`src/rtl/core/ttu_pkg.sv`:
```
// ----------------------------------------------------------------------------
// ttu_pkg
// shared types, constants and helpers for the text to unsigned integer parser
// ----------------------------------------------------------------------------
package ttu_pkg;

    localparam int MAX_CHARS  = 4096;
    localparam int OFFSET_W   = 13;
    localparam int VALUE_W    = 64;
    localparam int STATUS_W   = 2;
    localparam int BASE_W     = 6;
    localparam int DIGIT_W    = 6;
    localparam int CHAR_W     = 8;
    localparam int FIFO_DEPTH = 4;
    localparam int FIFO_AW    = $clog2(FIFO_DEPTH);
    localparam int FIFO_CW    = $clog2(FIFO_DEPTH + 1);
    localparam int OUT_DATA_W = ((VALUE_W + OFFSET_W + STATUS_W + 7) / 8) * 8;

    localparam logic [BASE_W-1:0]   BASE_RESET = BASE_W'(10);
    localparam logic [BASE_W-1:0]   BASE_AUTO  = BASE_W'(0);
    localparam logic [BASE_W-1:0]   BASE_OCT   = BASE_W'(8);
    localparam logic [BASE_W-1:0]   BASE_DEC   = BASE_W'(10);
    localparam logic [BASE_W-1:0]   BASE_HEX   = BASE_W'(16);
    localparam logic [BASE_W-1:0]   BASE_MAX   = BASE_W'(36);
    localparam logic [DIGIT_W-1:0]  NO_DIGIT   = '1;
    localparam logic [OFFSET_W-1:0] POS_LIMIT  = OFFSET_W'(MAX_CHARS);

    localparam logic [STATUS_W-1:0] ST_OK       = 2'd0;
    localparam logic [STATUS_W-1:0] ST_BAD_BASE = 2'd1;
    localparam logic [STATUS_W-1:0] ST_OVERFLOW = 2'd2;

    typedef enum logic [2:0] {
        PH_SPACE  = 3'd0,
        PH_SIGN   = 3'd1,
        PH_ZERO   = 3'd2,
        PH_DIGITS = 3'd3,
        PH_DONE   = 3'd4
    } t_ttu_phase;

    typedef enum logic [2:0] {
        CLS_NUL   = 3'd0,
        CLS_SPACE = 3'd1,
        CLS_PLUS  = 3'd2,
        CLS_MINUS = 3'd3,
        CLS_X     = 3'd4,
        CLS_OTHER = 3'd5
    } t_ttu_class;

    // classified character as it sits in the queue
    typedef struct packed {
        t_ttu_class           cls;
        logic [DIGIT_W-1:0]   digit;
        logic                 last;
    } t_ttu_item;

    typedef struct packed {
        logic [VALUE_W-1:0]   value;
        logic [OFFSET_W-1:0]  end_offset;
        logic [STATUS_W-1:0]  status;
    } t_ttu_result;

    function automatic logic ttu_base_invalid(input logic [BASE_W-1:0] b);
        return (b == BASE_W'(1)) || (b > BASE_MAX);
    endfunction

endpackage

```
`src/rtl/core/text_to_unsigned_integer.sv`:
```
// ----------------------------------------------------------------------------
// text_to_unsigned_integer
// streaming strtoul-style parser, radix 2..36 or automatic prefix detection
// ----------------------------------------------------------------------------
// channel   direction  word                    fields (low bit up)
// s_axis    in         8-bit tdata + tlast     char_code | tlast: is_last
// m_axis    out        80-bit tdata            value, end_offset, status
// cfg       in         6-bit data              number_base
//
// one character per cycle while m_axis keeps up; the result is registered and appears
// on m_axis in the cycle after the last-marked character is taken by the parse engine.
// the cycle time is set by the 64 by 6 bit radix multiply-add in the engine.
// reset is synchronous, active low; no clearing pass, items taken right away.
// a stalled m_axis holds one result; the 4-word queue keeps s_axis open until full.
// number_base is sampled by the engine at the first character of each string.
// ----------------------------------------------------------------------------
module text_to_unsigned_integer (
    input  logic                           i_clk,
    input  logic                           i_rst_n,
    // stream in
    input  logic                           s_axis_tvalid,
    output logic                           s_axis_tready,
    input  logic [ttu_pkg::CHAR_W-1:0]     s_axis_tdata,  // [7:0] char_code
    input  logic                           s_axis_tlast,
    // stream out
    output logic                           m_axis_tvalid,
    input  logic                           m_axis_tready,
    output logic [ttu_pkg::OUT_DATA_W-1:0] m_axis_tdata,  // value, end_offset, status, pad
    // configuration
    input  logic                           i_cfg_valid,
    output logic                           o_cfg_ready,
    input  logic [ttu_pkg::BASE_W-1:0]     i_cfg_data     // number_base
);
    import ttu_pkg::*;

    logic [BASE_W-1:0] r_number_base;
    logic              push;
    logic              pop;
    logic              fifo_empty;
    logic              fifo_full;
    t_ttu_item         front_item;
    t_ttu_item         back_item;
    t_ttu_result       res;

    assign o_cfg_ready = 1'b1;

    always_ff @(posedge i_clk) begin
        if (!i_rst_n) begin
            r_number_base <= BASE_RESET;
        end else if (i_cfg_valid) begin
            r_number_base <= i_cfg_data;
        end
    end

    ttu_front u_front (
        .i_valid (s_axis_tvalid),
        .i_char  (s_axis_tdata),
        .i_last  (s_axis_tlast),
        .i_full  (fifo_full),
        .o_ready (s_axis_tready),
        .o_push  (push),
        .o_item  (front_item)
    );

    ttu_fifo u_fifo (
        .i_clk   (i_clk),
        .i_rst_n (i_rst_n),
        .i_push  (push),
        .i_item  (front_item),
        .i_pop   (pop),
        .o_item  (back_item),
        .o_empty (fifo_empty),
        .o_full  (fifo_full)
    );

    ttu_back u_back (
        .i_clk       (i_clk),
        .i_rst_n     (i_rst_n),
        .i_base      (r_number_base),
        .i_item      (back_item),
        .i_empty     (fifo_empty),
        .o_pop       (pop),
        .o_res_valid (m_axis_tvalid),
        .i_res_ready (m_axis_tready),
        .o_res       (res)
    );

    assign m_axis_tdata = OUT_DATA_W'({res.status, res.end_offset, res.value});

endmodule

```
`src/rtl/core/ttu_front.sv`:
```
// ----------------------------------------------------------------------------
// ttu_front
// accepts characters and classifies them into digit value and character kind
// ----------------------------------------------------------------------------
module ttu_front (
    input  logic                       i_valid,
    input  logic [ttu_pkg::CHAR_W-1:0] i_char,
    input  logic                       i_last,
    input  logic                       i_full,
    output logic                       o_ready,
    output logic                       o_push,
    output ttu_pkg::t_ttu_item         o_item
);
    import ttu_pkg::*;

    logic [CHAR_W-1:0] digit_full;

    assign o_ready = !i_full;
    assign o_push  = i_valid && !i_full;

    always_comb begin
        if (i_char >= 8'h30 && i_char <= 8'h39) begin
            digit_full = i_char - 8'h30;
        end else if (i_char >= 8'h61 && i_char <= 8'h7A) begin
            digit_full = i_char - 8'h61 + 8'd10;
        end else if (i_char >= 8'h41 && i_char <= 8'h5A) begin
            digit_full = i_char - 8'h41 + 8'd10;
        end else begin
            digit_full = CHAR_W'(NO_DIGIT);
        end
    end

    always_comb begin
        o_item.digit = digit_full[DIGIT_W-1:0];
        o_item.last  = i_last;
        if (i_char == 8'h00) begin
            o_item.cls = CLS_NUL;
        end else if (i_char == 8'h20 || (i_char >= 8'h09 && i_char <= 8'h0D)) begin
            o_item.cls = CLS_SPACE;
        end else if (i_char == 8'h2B) begin
            o_item.cls = CLS_PLUS;
        end else if (i_char == 8'h2D) begin
            o_item.cls = CLS_MINUS;
        end else if (i_char == 8'h78 || i_char == 8'h58) begin
            o_item.cls = CLS_X;
        end else begin
            o_item.cls = CLS_OTHER;
        end
    end

endmodule

```
`src/rtl/core/ttu_fifo.sv`:
```
// ----------------------------------------------------------------------------
// ttu_fifo
// short queue of classified characters between front and back
// ----------------------------------------------------------------------------
module ttu_fifo (
    input  logic                i_clk,
    input  logic                i_rst_n,
    input  logic                i_push,
    input  ttu_pkg::t_ttu_item  i_item,
    input  logic                i_pop,
    output ttu_pkg::t_ttu_item  o_item,
    output logic                o_empty,
    output logic                o_full
);
    import ttu_pkg::*;

    t_ttu_item           r_mem [FIFO_DEPTH];
    logic [FIFO_AW-1:0]  r_wr_ptr;
    logic [FIFO_AW-1:0]  r_rd_ptr;
    logic [FIFO_CW-1:0]  r_count;
    logic [FIFO_AW-1:0]  n_wr_ptr;
    logic [FIFO_AW-1:0]  n_rd_ptr;
    logic [FIFO_CW-1:0]  n_count;

    assign o_empty = (r_count == '0);
    assign o_full  = (r_count == FIFO_CW'(FIFO_DEPTH));
    assign o_item  = r_mem[r_rd_ptr];

    always_comb begin
        n_wr_ptr = r_wr_ptr;
        n_rd_ptr = r_rd_ptr;
        n_count  = r_count;
        if (i_push) begin
            n_wr_ptr = (r_wr_ptr == FIFO_AW'(FIFO_DEPTH - 1)) ? '0 : r_wr_ptr + 1'b1;
        end
        if (i_pop) begin
            n_rd_ptr = (r_rd_ptr == FIFO_AW'(FIFO_DEPTH - 1)) ? '0 : r_rd_ptr + 1'b1;
        end
        if (i_push && !i_pop) begin
            n_count = r_count + 1'b1;
        end else if (i_pop && !i_push) begin
            n_count = r_count - 1'b1;
        end
    end

    always_ff @(posedge i_clk) begin
        if (!i_rst_n) begin
            r_wr_ptr <= '0;
            r_rd_ptr <= '0;
            r_count  <= '0;
        end else begin
            r_wr_ptr <= n_wr_ptr;
            r_rd_ptr <= n_rd_ptr;
            r_count  <= n_count;
        end
    end

    always_ff @(posedge i_clk) begin
        if (i_push) begin
            r_mem[r_wr_ptr] <= i_item;
        end
    end

    a_no_overrun: assert property (@(posedge i_clk) disable iff (!i_rst_n)
        i_push |-> (!o_full || i_pop))
        else $error("queue written while full");

    a_no_underrun: assert property (@(posedge i_clk) disable iff (!i_rst_n)
        i_pop |-> !o_empty)
        else $error("queue read while empty");

endmodule

```
`src/rtl/core/ttu_back.sv`:
```
// ----------------------------------------------------------------------------
// ttu_back
// parse engine: prefix and sign handling, radix multiply-add, result register
// ----------------------------------------------------------------------------
module ttu_back (
    input  logic                       i_clk,
    input  logic                       i_rst_n,
    input  logic [ttu_pkg::BASE_W-1:0] i_base,
    input  ttu_pkg::t_ttu_item         i_item,
    input  logic                       i_empty,
    output logic                       o_pop,
    output logic                       o_res_valid,
    input  logic                       i_res_ready,
    output ttu_pkg::t_ttu_result       o_res
);
    import ttu_pkg::*;

    t_ttu_phase            r_phase, n_phase;
    logic [OFFSET_W-1:0]   r_pos, n_pos;
    logic [VALUE_W-1:0]    r_acc, n_acc;
    logic                  r_ovf, n_ovf;
    logic                  r_neg, n_neg;
    logic [BASE_W-1:0]     r_base, n_base;
    logic [OFFSET_W-1:0]   r_subj, n_subj;

    // result register, value negated on the way out after a minus sign
    logic                  r_out_valid;
    logic [VALUE_W-1:0]    r_out_acc;
    logic [OFFSET_W-1:0]   r_out_subj;
    logic                  r_out_neg;
    logic                  r_out_ovf;
    logic                  r_out_bad;

    logic                  first;
    logic [BASE_W-1:0]     base_eff;
    t_ttu_phase            ph;
    logic [OFFSET_W-1:0]   pos_inc;
    logic [BASE_W-1:0]     tbase;
    logic                  do_digit;
    logic [VALUE_W+BASE_W-1:0] prod;
    logic [VALUE_W:0]      sum;
    logic                  emit;

    assign o_pop = !i_empty && (!i_item.last || !r_out_valid || i_res_ready);
    assign emit  = o_pop && i_item.last;

    assign first    = (r_pos == '0) && (r_phase == PH_SPACE);
    assign base_eff = first ? i_base : r_base;
    assign pos_inc  = (r_pos < POS_LIMIT) ? r_pos + 1'b1 : POS_LIMIT;

    // one radix multiply-add per character
    assign prod = (VALUE_W + BASE_W)'(r_acc) * (VALUE_W + BASE_W)'(tbase);
    assign sum  = {1'b0, prod[VALUE_W-1:0]} + (VALUE_W + 1)'(i_item.digit);

    always_comb begin
        ph       = (first && ttu_base_invalid(i_base)) ? PH_DONE : r_phase;
        n_phase  = ph;
        n_pos    = pos_inc;
        n_acc    = r_acc;
        n_ovf    = r_ovf;
        n_neg    = r_neg;
        n_base   = base_eff;
        n_subj   = r_subj;
        tbase    = base_eff;
        do_digit = 1'b0;

        if (i_item.cls == CLS_NUL) begin
            n_phase = PH_DONE;
        end else begin
            unique case (ph) inside
                PH_SPACE, PH_SIGN: begin
                    if (ph == PH_SPACE && i_item.cls == CLS_SPACE) begin
                        n_phase = PH_SPACE;
                    end else if (ph == PH_SPACE &&
                                 (i_item.cls == CLS_PLUS || i_item.cls == CLS_MINUS)) begin
                        n_neg   = (i_item.cls == CLS_MINUS);
                        n_phase = PH_SIGN;
                    end else if (i_item.digit == '0) begin
                        n_subj  = pos_inc;
                        n_phase = PH_ZERO;
                    end else begin
                        tbase    = (base_eff == BASE_AUTO) ? BASE_DEC : base_eff;
                        n_base   = tbase;
                        do_digit = 1'b1;
                    end
                end
                PH_ZERO: begin
                    if ((base_eff == BASE_AUTO || base_eff == BASE_HEX) &&
                        i_item.cls == CLS_X) begin
                        n_base  = BASE_HEX;
                        n_phase = PH_DIGITS;
                    end else begin
                        tbase    = (base_eff == BASE_AUTO) ? BASE_OCT : base_eff;
                        n_base   = tbase;
                        do_digit = 1'b1;
                    end
                end
                PH_DIGITS: begin
                    do_digit = 1'b1;
                end
                default: begin
                    n_phase = ph;
                end
            endcase
        end

        if (do_digit) begin
            if (tbase < BASE_W'(2) || i_item.digit >= tbase) begin
                n_phase = PH_DONE;
            end else begin
                if ((|prod[VALUE_W+BASE_W-1:VALUE_W]) || sum[VALUE_W]) begin
                    n_ovf = 1'b1;
                end
                n_acc   = sum[VALUE_W-1:0];
                n_subj  = pos_inc;
                n_phase = PH_DIGITS;
            end
        end
    end

    always_ff @(posedge i_clk) begin
        if (!i_rst_n) begin
            r_phase     <= PH_SPACE;
            r_pos       <= '0;
            r_acc       <= '0;
            r_ovf       <= 1'b0;
            r_neg       <= 1'b0;
            r_base      <= '0;
            r_subj      <= '0;
            r_out_valid <= 1'b0;
        end else begin
            if (emit) begin
                r_phase <= PH_SPACE;
                r_pos   <= '0;
                r_acc   <= '0;
                r_ovf   <= 1'b0;
                r_neg   <= 1'b0;
                r_base  <= '0;
                r_subj  <= '0;
            end else if (o_pop) begin
                r_phase <= n_phase;
                r_pos   <= n_pos;
                r_acc   <= n_acc;
                r_ovf   <= n_ovf;
                r_neg   <= n_neg;
                r_base  <= n_base;
                r_subj  <= n_subj;
            end
            if (emit) begin
                r_out_valid <= 1'b1;
            end else if (i_res_ready) begin
                r_out_valid <= 1'b0;
            end
        end
    end

    always_ff @(posedge i_clk) begin
        if (emit) begin
            r_out_acc  <= n_acc;
            r_out_subj <= n_subj;
            r_out_neg  <= n_neg;
            r_out_ovf  <= n_ovf;
            r_out_bad  <= ttu_base_invalid(n_base);
        end
    end

    assign o_res_valid = r_out_valid;

    always_comb begin
        if (r_out_bad) begin
            o_res.value      = '0;
            o_res.end_offset = '0;
            o_res.status     = ST_BAD_BASE;
        end else if (r_out_ovf) begin
            o_res.value      = '1;
            o_res.end_offset = r_out_subj;
            o_res.status     = ST_OVERFLOW;
        end else begin
            o_res.value      = r_out_neg ? ('0 - r_out_acc) : r_out_acc;
            o_res.end_offset = r_out_subj;
            o_res.status     = ST_OK;
        end
    end

    a_clear_after_emit: assert property (@(posedge i_clk) disable iff (!i_rst_n)
        emit |=> (r_phase == PH_SPACE && r_pos == '0 && !r_ovf && r_acc == '0))
        else $error("string state not cleared after result");

    a_pos_saturates: assert property (@(posedge i_clk) disable iff (!i_rst_n)
        (r_pos <= POS_LIMIT) && (r_subj <= r_pos))
        else $error("position beyond limit or subject past position");

    a_bad_base_done: assert property (@(posedge i_clk) disable iff (!i_rst_n)
        (r_pos != '0 && ttu_base_invalid(r_base)) |-> (r_phase == PH_DONE))
        else $error("invalid base but parse still running");

    a_no_result_loss: assert property (@(posedge i_clk) disable iff (!i_rst_n)
        (r_out_valid && !i_res_ready) |=> (r_out_valid && $stable(r_out_acc)))
        else $error("pending result overwritten");

endmodule
```
`config.mk`:
```
export PLATFORM = sky130hd
export DESIGN_NAME = text_to_unsigned_integer
export DESIGN_NICKNAME = d
export VERILOG_FILES = /design/src/rtl/core/ttu_pkg.sv /design/src/rtl/core/text_to_unsigned_integer.sv /design/src/rtl/core/ttu_front.sv /design/src/rtl/core/ttu_fifo.sv /design/src/rtl/core/ttu_back.sv
export SDC_FILE = /design/constraint.sdc
export NUM_CORES = 2
export LEC_CHECK = 0
export BUFFER_PORTS_ARGS = -buffer_cell sky130_fd_sc_hd__buf_2
export CELL_PAD_IN_SITES_DETAIL_PLACEMENT = 1
export CELL_PAD_IN_SITES_GLOBAL_PLACEMENT = 2
export CORE_AREA = 2 2 253 255
export DETAILED_ROUTE_END_ITERATION = 10
export DIE_AREA = 0 0 255 257
export PLACE_DENSITY = 0.9
export SETUP_SLACK_MARGIN = 0.3
export SYNTH_ARGS = -nofsm -noshare
export SYNTH_HDL_FRONTEND = slang
export SYNTH_SLANG_ARGS = --single-unit
```
`constraint.sdc`:
```
create_clock -name i_clk -period 25.2 [get_ports i_clk]
set_input_delay 2.52 -clock i_clk [delete_from_list [all_inputs] [get_ports i_clk]]
set_output_delay 2.52 -clock i_clk [all_outputs]
set_load 0.05 [all_outputs]
```
# Word-level counts from Yosys, hierarchy flattened
# Memories as Yosys holds them, arrays and structs flattened. A register that Yosys moved wholly into a read port is not among the register bits.
# Cells that the tools add are included.
# classes
addsub,12
n_mul,1
magnitude_cmp,13
n_eq_ne,18
mux,65
n_bitwise,1
n_reduce_logical,43
# ops
op,count
$mux W64,3
$mux W79,2
$mux W13,8
$mux W6,13
$mul A64 B6 Y70,1
$add A64 B6 Y65,1
$sub A1 B64 Y64 const A,1
$mux W3,14
$eq A8 B6 Y1 const B,3
$pmux W6 S2,2
$mux W1,17
$eq A8 B7 Y1 const B,2
$ge A8 B7 Y1 const B,2
$le A8 B7 Y1 const B,2
$logic_and A1 B1 Y1,14
$add A13 B1 Y13 const B,1
$logic_not A13 Y1,1
$lt A13 B13 Y1 const B,1
$add A6 B4 Y6 const B,2
$eq A3 B2 Y1 const B,4
$eq A6 B1 Y1 const B,2
$gt A6 B6 Y1 const B,2
$logic_not A3 Y1,4
$logic_not A6 Y1,2
25 further kinds,49
# word_totals
reg_bits,195
mem_bits_rw,40
output_inout_bits,83
elab_cells,171
mem_count,1
# memory_table
memory,depth,width,rd,rd_clocked_by_memory_dff,write_ports,line_no,source
u_fifo.r_mem,4,10,1,1,1,ttu_fifo.sv:17,t_ttu_item r_mem [FIFO_DEPTH];

# Longest topological paths before layout
# logic_depth
depth_word,16
ltp_mapped,34

# By module
# From an unflattened synthesis, not the netlist that was laid out.
# hier_totals
hier_cells,3323
hier_area_um2,27705.3
# modules_own_cells
mod,instances,cells_per_inst,area_each_um2,seq_area_each_um2
ttu_back,1,3127,25001.5,4444.3
ttu_fifo,1,96,1900.6,1381.3
ttu_front,1,77,556.8,0.0
text_to_unsigned_integer,1,23,246.5,120.1

# Least setup slack after synthesis
# No wires, ideal clock.
# synth_path
path_type,reg-to-reg
start,register with a tool-made name
end,register u_back.r_out_acc[60] (data pin)
setup_time_ps,271
arrival_ps,8188
required_ps,24929
setup_slack_ps,16741
stages_incl_launch_ff,29
n_path_buf,4
synth_period_minus_slack_ps,8459
path_cell_list,dfxtp_1 clkbuf_1 mux4_2 or4_1 nor3_1 o21bai_1 a21o_1 nand2_1 clkbuf_1 clkbuf_1 and2_1 fa_1 fa_1 inv_1 fa_1 inv_1 ha_1 clkbuf_1 nand4_1 or3_1 a211oi_1 or4_1 nand4_1 or3_1 or3_1 nor4b_2 nand3_1 xor2_1 a21oi_1
# synth_rtl
element,line_no,source
"end signal, assigned",ttu_back.sv:159,r_out_acc <= n_acc;
"end, declared",ttu_back.sv:28,logic [VALUE_W-1:0] r_out_acc;

# Worst setup path in the final report
# layout_path
start,register u_back.r_pos[12]
end,register u_back.r_out_acc[58] (data pin)
# layout_between
elab_chain_cells,14
word_cells_on_any_way,36
cone_classes,add/sub: 1; mul: 1; order compare: 2; eq/ne: 4; mux: 17; reduce/logical: 11
# layout_lines
element,line_no,source
"start, declared",ttu_back.sv:19,"logic [OFFSET_W-1:0] r_pos, n_pos;"
"start signal, assigned",ttu_back.sv:142,r_pos <= n_pos;
$logic_not A13 Y1 (*),ttu_back.sv:47,assign first = (r_pos == '0) && (r_phase == PH_SPACE);
$logic_and A1 B1 Y1 (*),ttu_back.sv:47,
$mux W6 / $logic_and A1 B1 Y1 (equally long branches),"ttu_back.sv:48, ttu_back.sv:56",
$logic_not A6 Y1 / $mux W3 (equally long branches),n/a,
$mux W6 / $logic_not A3 Y1 (equally long branches),"ttu_back.sv:82, ttu_back.sv:72, ttu_back.sv:74",
$mux W6 / $logic_and A1 B1 Y1 (equally long branches),"ttu_back.sv:78, ttu_back.sv:74",
$mux W6,ttu_back.sv:74,end else if (ph == PH_SPACE &&
$mux W6,ttu_back.sv:72,if (ph == PH_SPACE && i_item.cls == CLS_SPACE) begin
$pmux W6 S2,ttu_back.sv:70,unique case (ph) inside
$mux W6,ttu_back.sv:67,if (i_item.cls == CLS_NUL) begin
$mul A64 B6 Y70 (tied with other cells),ttu_back.sv:52,assign prod = (VALUE_W + BASE_W)'(r_acc) * (VALUE_W + BASE_W)'(tbase);
$add A64 B6 Y65 / $logic_or A1 B1 Y1 (equally long branches),"ttu_back.sv:53, ttu_back.sv:108",
$mux W64,ttu_back.sv:108,if (tbase < BASE_W'(2) || i_item.digit >= tbase) begin
$mux W64 (*),ttu_back.sv:107,if (do_digit) begin
net u_back.n_acc[58],ttu_back.sv:20,"logic [VALUE_W-1:0] r_acc, n_acc;"
# The timed path passes the listed nets; every way through them passes the cells marked *.
# A chain may end at the register's enable or synchronous reset.

==> impl_metrics.ini <==
[placement]
gp_congestion = 0.948
placed_area_sq_um = 27800
place.port_buffers = 100
post-place-ws_ns = 14.43
dp_hpwl_microns = 67400

[power_and_ir_drop]
powerDensity_nw_per_um2 = 136
ir_drop_uv = 184
p_leak_nw = 12.4

[critical_path]
cp-start-kind = register
cp_data_required_time_ns = 25.51
rr_startpoint = u_back.r_pos[12]
crit_type = reg2reg
timing.critical_path.from = u_back.r_pos[12]
cp-end-kind = register
worstPathMaxFanout = 67
crit_path_top_delay_cell = a211oi_1
slowest_delay_ns = 0.71
cp_data_arrival_time_ns = 11.32
r2r_cells = 31

[sta]
slew_headroom_pct = 21.2
drv_slew = 0
rsz0062_at_grt = no
setup_viol = 0
finalHoldViolCount = 0
period_minus_slack_ns = 11.01
timing.fmax_mhz = 90.9
skew_ns = 0.0276
fin_crit_sh_pct = 43.7
worst_slack_ns = 14.19
tns_ns = 0
tightestPinTransition_ns = 1.17

[cells_and_area]
finalInstanceArea_sq_um = 28700
layout_commonest_cell = inv_1
mostFrequentLayoutCells = inv_1 (332), a21oi_1 (284), fa_1 (251), and2_1 (248), nand2_1 (230)
multi_input_area_sq_um = 18800
area.growth.synth_to_final_pct = 7.59
n_fill_cell = 7444
layout.nets = 3510
layout-drive-gt1-share_pct = 7.74
final_util_pct = 45.8
ff_latch_area_sq_um = 5950

[yosys]
synth_area_sq_um = 26700
ys.flop_type = edfxtp_1
ys_seq_area_share_pct = 22.3
yosys_warnings = 0
ys_seq_elements = 237
synth_edf_count = 120
async_flop_share_pct = 0
syn_inst = 3149
synth_nets = 3529
postSynthAreaPerCell_sq_um = 8.48
synth_cell_types = 84

[routing]
drt.antenna.violating_nets = 0
num_vias = 23100
drtIter0Drc = 1325
drc = 0
routed_wl_microns = 89000
vias_per_cell = 5.77
post_drt_wl_per_cell_microns = 22.3
first_pass_iters = 6

[clock_network]
clkLatencyLatePin_ns = 0.61
cts_hold_repair.buffers = 0
cts_buffers = 29
clkTransAtPathRegs_ns = 0.06
clockBufferDepth = 3
cts.sinks = 237
root_buffer = clkbuf_16
postCtsSetupBuffers = 0
cts.repair.resized = 0
cts_tree = done
htree_num_levels = 1

[min_path]
hold_path_depth = 2
hp-class = reg2reg
min-delay-start = u_back.r_subj[11]

[grt]
grt_max_degree = 71
grt_pass1_vias = 24900
grt_first_pass_wirelength_microns = 142000
gr-total-overflow = 0
globalRouteTotalUtil_pct = 27.4
grt_antenna_before_repair = 1

[floorplan]
die_h_microns = 257
dieArea_sq_um = 65500
fp-row-count = 92
initial_utilization_pct = 42.6
dieWidth_microns = 255
top_level_ports = 103
core_area_sq_um = 62700

[flow_run]
maxCapViolCount = 0

[run_status]
outcome = complete, no violations
## path summary, 6_finish.rpt
kind	endpoint	slack (ns)
worst max-delay path	u_back.r_out_acc[58]	14.19
worst min-delay path	u_back.r_subj[11]	0.50
worst max register to register	u_back.r_out_acc[58]	14.19
worst min register to register	u_back.r_subj[11]	0.50
## power breakdown
part	switching, mW	leakage [nW]	internal, mW	total [mW]
clock network	0.188	0.460	0.254	0.442
registers	0.196	2.08	0.600	0.796
logic	1.89	9.85	0.787	2.67
## cell type report
cell class	count	area share, %
Antenna cell	1	0.00871
Clock buffer	31	2.55
Clock inverter	22	0.866
Inverter	335	4.38
Multi-Input combinational cell	2405	65.5
Sequential cell	237	20.7
Tap cell	846	3.68
Timing Repair Buffer	122	2.32
## synth_stat cells, types with 19 or more instances
| master | n | area (sq um) |
|---|---|---|
| nand2b_1 | 19 | 119 |
| or3_1 | 23 | 144 |
| mux2_2 | 28 | 315 |
| a211oi_1 | 28 | 210 |
| xor2_1 | 116 | 1020 |
| nor2b_1 | 160 | 1000 |
| inv_1 | 334 | 1250 |
| and2_1 | 250 | 1560 |
| o21ai_0 | 141 | 706 |
| nand3_1 | 41 | 205 |
| a21oi_1 | 284 | 1420 |
| nor2_1 | 221 | 830 |
| nor3_1 | 44 | 220 |
| fa_1 | 251 | 5020 |
| a21o_1 | 35 | 263 |
| o31ai_1 | 24 | 180 |
| edfxtp_1 | 120 | 3600 |
| nand4_1 | 55 | 344 |
| nand2_1 | 232 | 871 |
| clkbuf_1 | 154 | 578 |
| o211ai_1 | 19 | 143 |
| mux2i_1 | 31 | 310 |
| and3_1 | 21 | 131 |
| xnor2_1 | 67 | 587 |
| ha_1 | 109 | 1360 |
| dfxtp_1 | 117 | 2340 |
## through the flow
step | power (mW) | hold slack [ns] | cells
floorplan | 2.65 | 0.457 | 3149
global placement | 3.34 | 0.470 | 3945
detailed placement | 3.45 | 0.483 | 3945
CTS | 3.91 | 0.499 | 3998
global route | 4.20 | 0.542 | 3998
finish | 3.91 | 0.497 | 3999
## per-layer routing
metal | part of all wire (%) | routed length [microns] | GRT usage, % | vias up
li1 | - | - | - | 10500
met1 | 42 | 37800 | 35.1 | 11800
met2 | 50 | 44800 | 48.4 | 631
met3 | 4.9 | 4350 | 3.65 | 144
met4 | 2.4 | 2150 | 6.53 | 0
met5 | 0 | 0 | 0 | -
## worst max-delay path: cells and delay by family (launching register included)
family / cells / cell delay [ns]
simple gates: 13 / 3.55
compound gates: 6 / 2.19
xor+xnor: 1 / 0.39
mux: 1 / 0.47
flops: 1 / 0.56
fa+ha+maj: 4 / 1.91
buf+inv: 6 / 1.60
## cells by family (layout without fill, tap and decap cells)
family / count (synthesis) / in the layout / share of synthesized area, %
simple gates: 1143 / 1143 / 22.7
compound gates: 648 / 648 / 14.6
buf+inv: 507 / 510 / 7.37
fa+ha+maj: 360 / 360 / 23.9
flops: 237 / 237 / 22.3
xor+xnor: 183 / 183 / 6.00
mux: 69 / 69 / 3.18
other cells: 2 / 3 / 0.0281
## state kept, by name, indices dropped and copies added, names as in the netlist, named ones only
signal	cells
r_number_base	6
u_back.o_res_valid	1
u_back.r_acc	64
u_back.r_base	6
u_back.r_neg	1
u_back.r_out_acc	64
u_back.r_out_bad	1
u_back.r_out_neg	1
u_back.r_out_ovf	1
u_back.r_out_subj	13
u_back.r_ovf	1
u_back.r_phase	3
u_back.r_pos	13
u_back.r_subj	13
u_fifo.r_count	3
u_fifo.r_mem	40
u_fifo.r_rd_ptr	2
u_fifo.r_wr_ptr	2
Power figures use the tool's default switching activity.
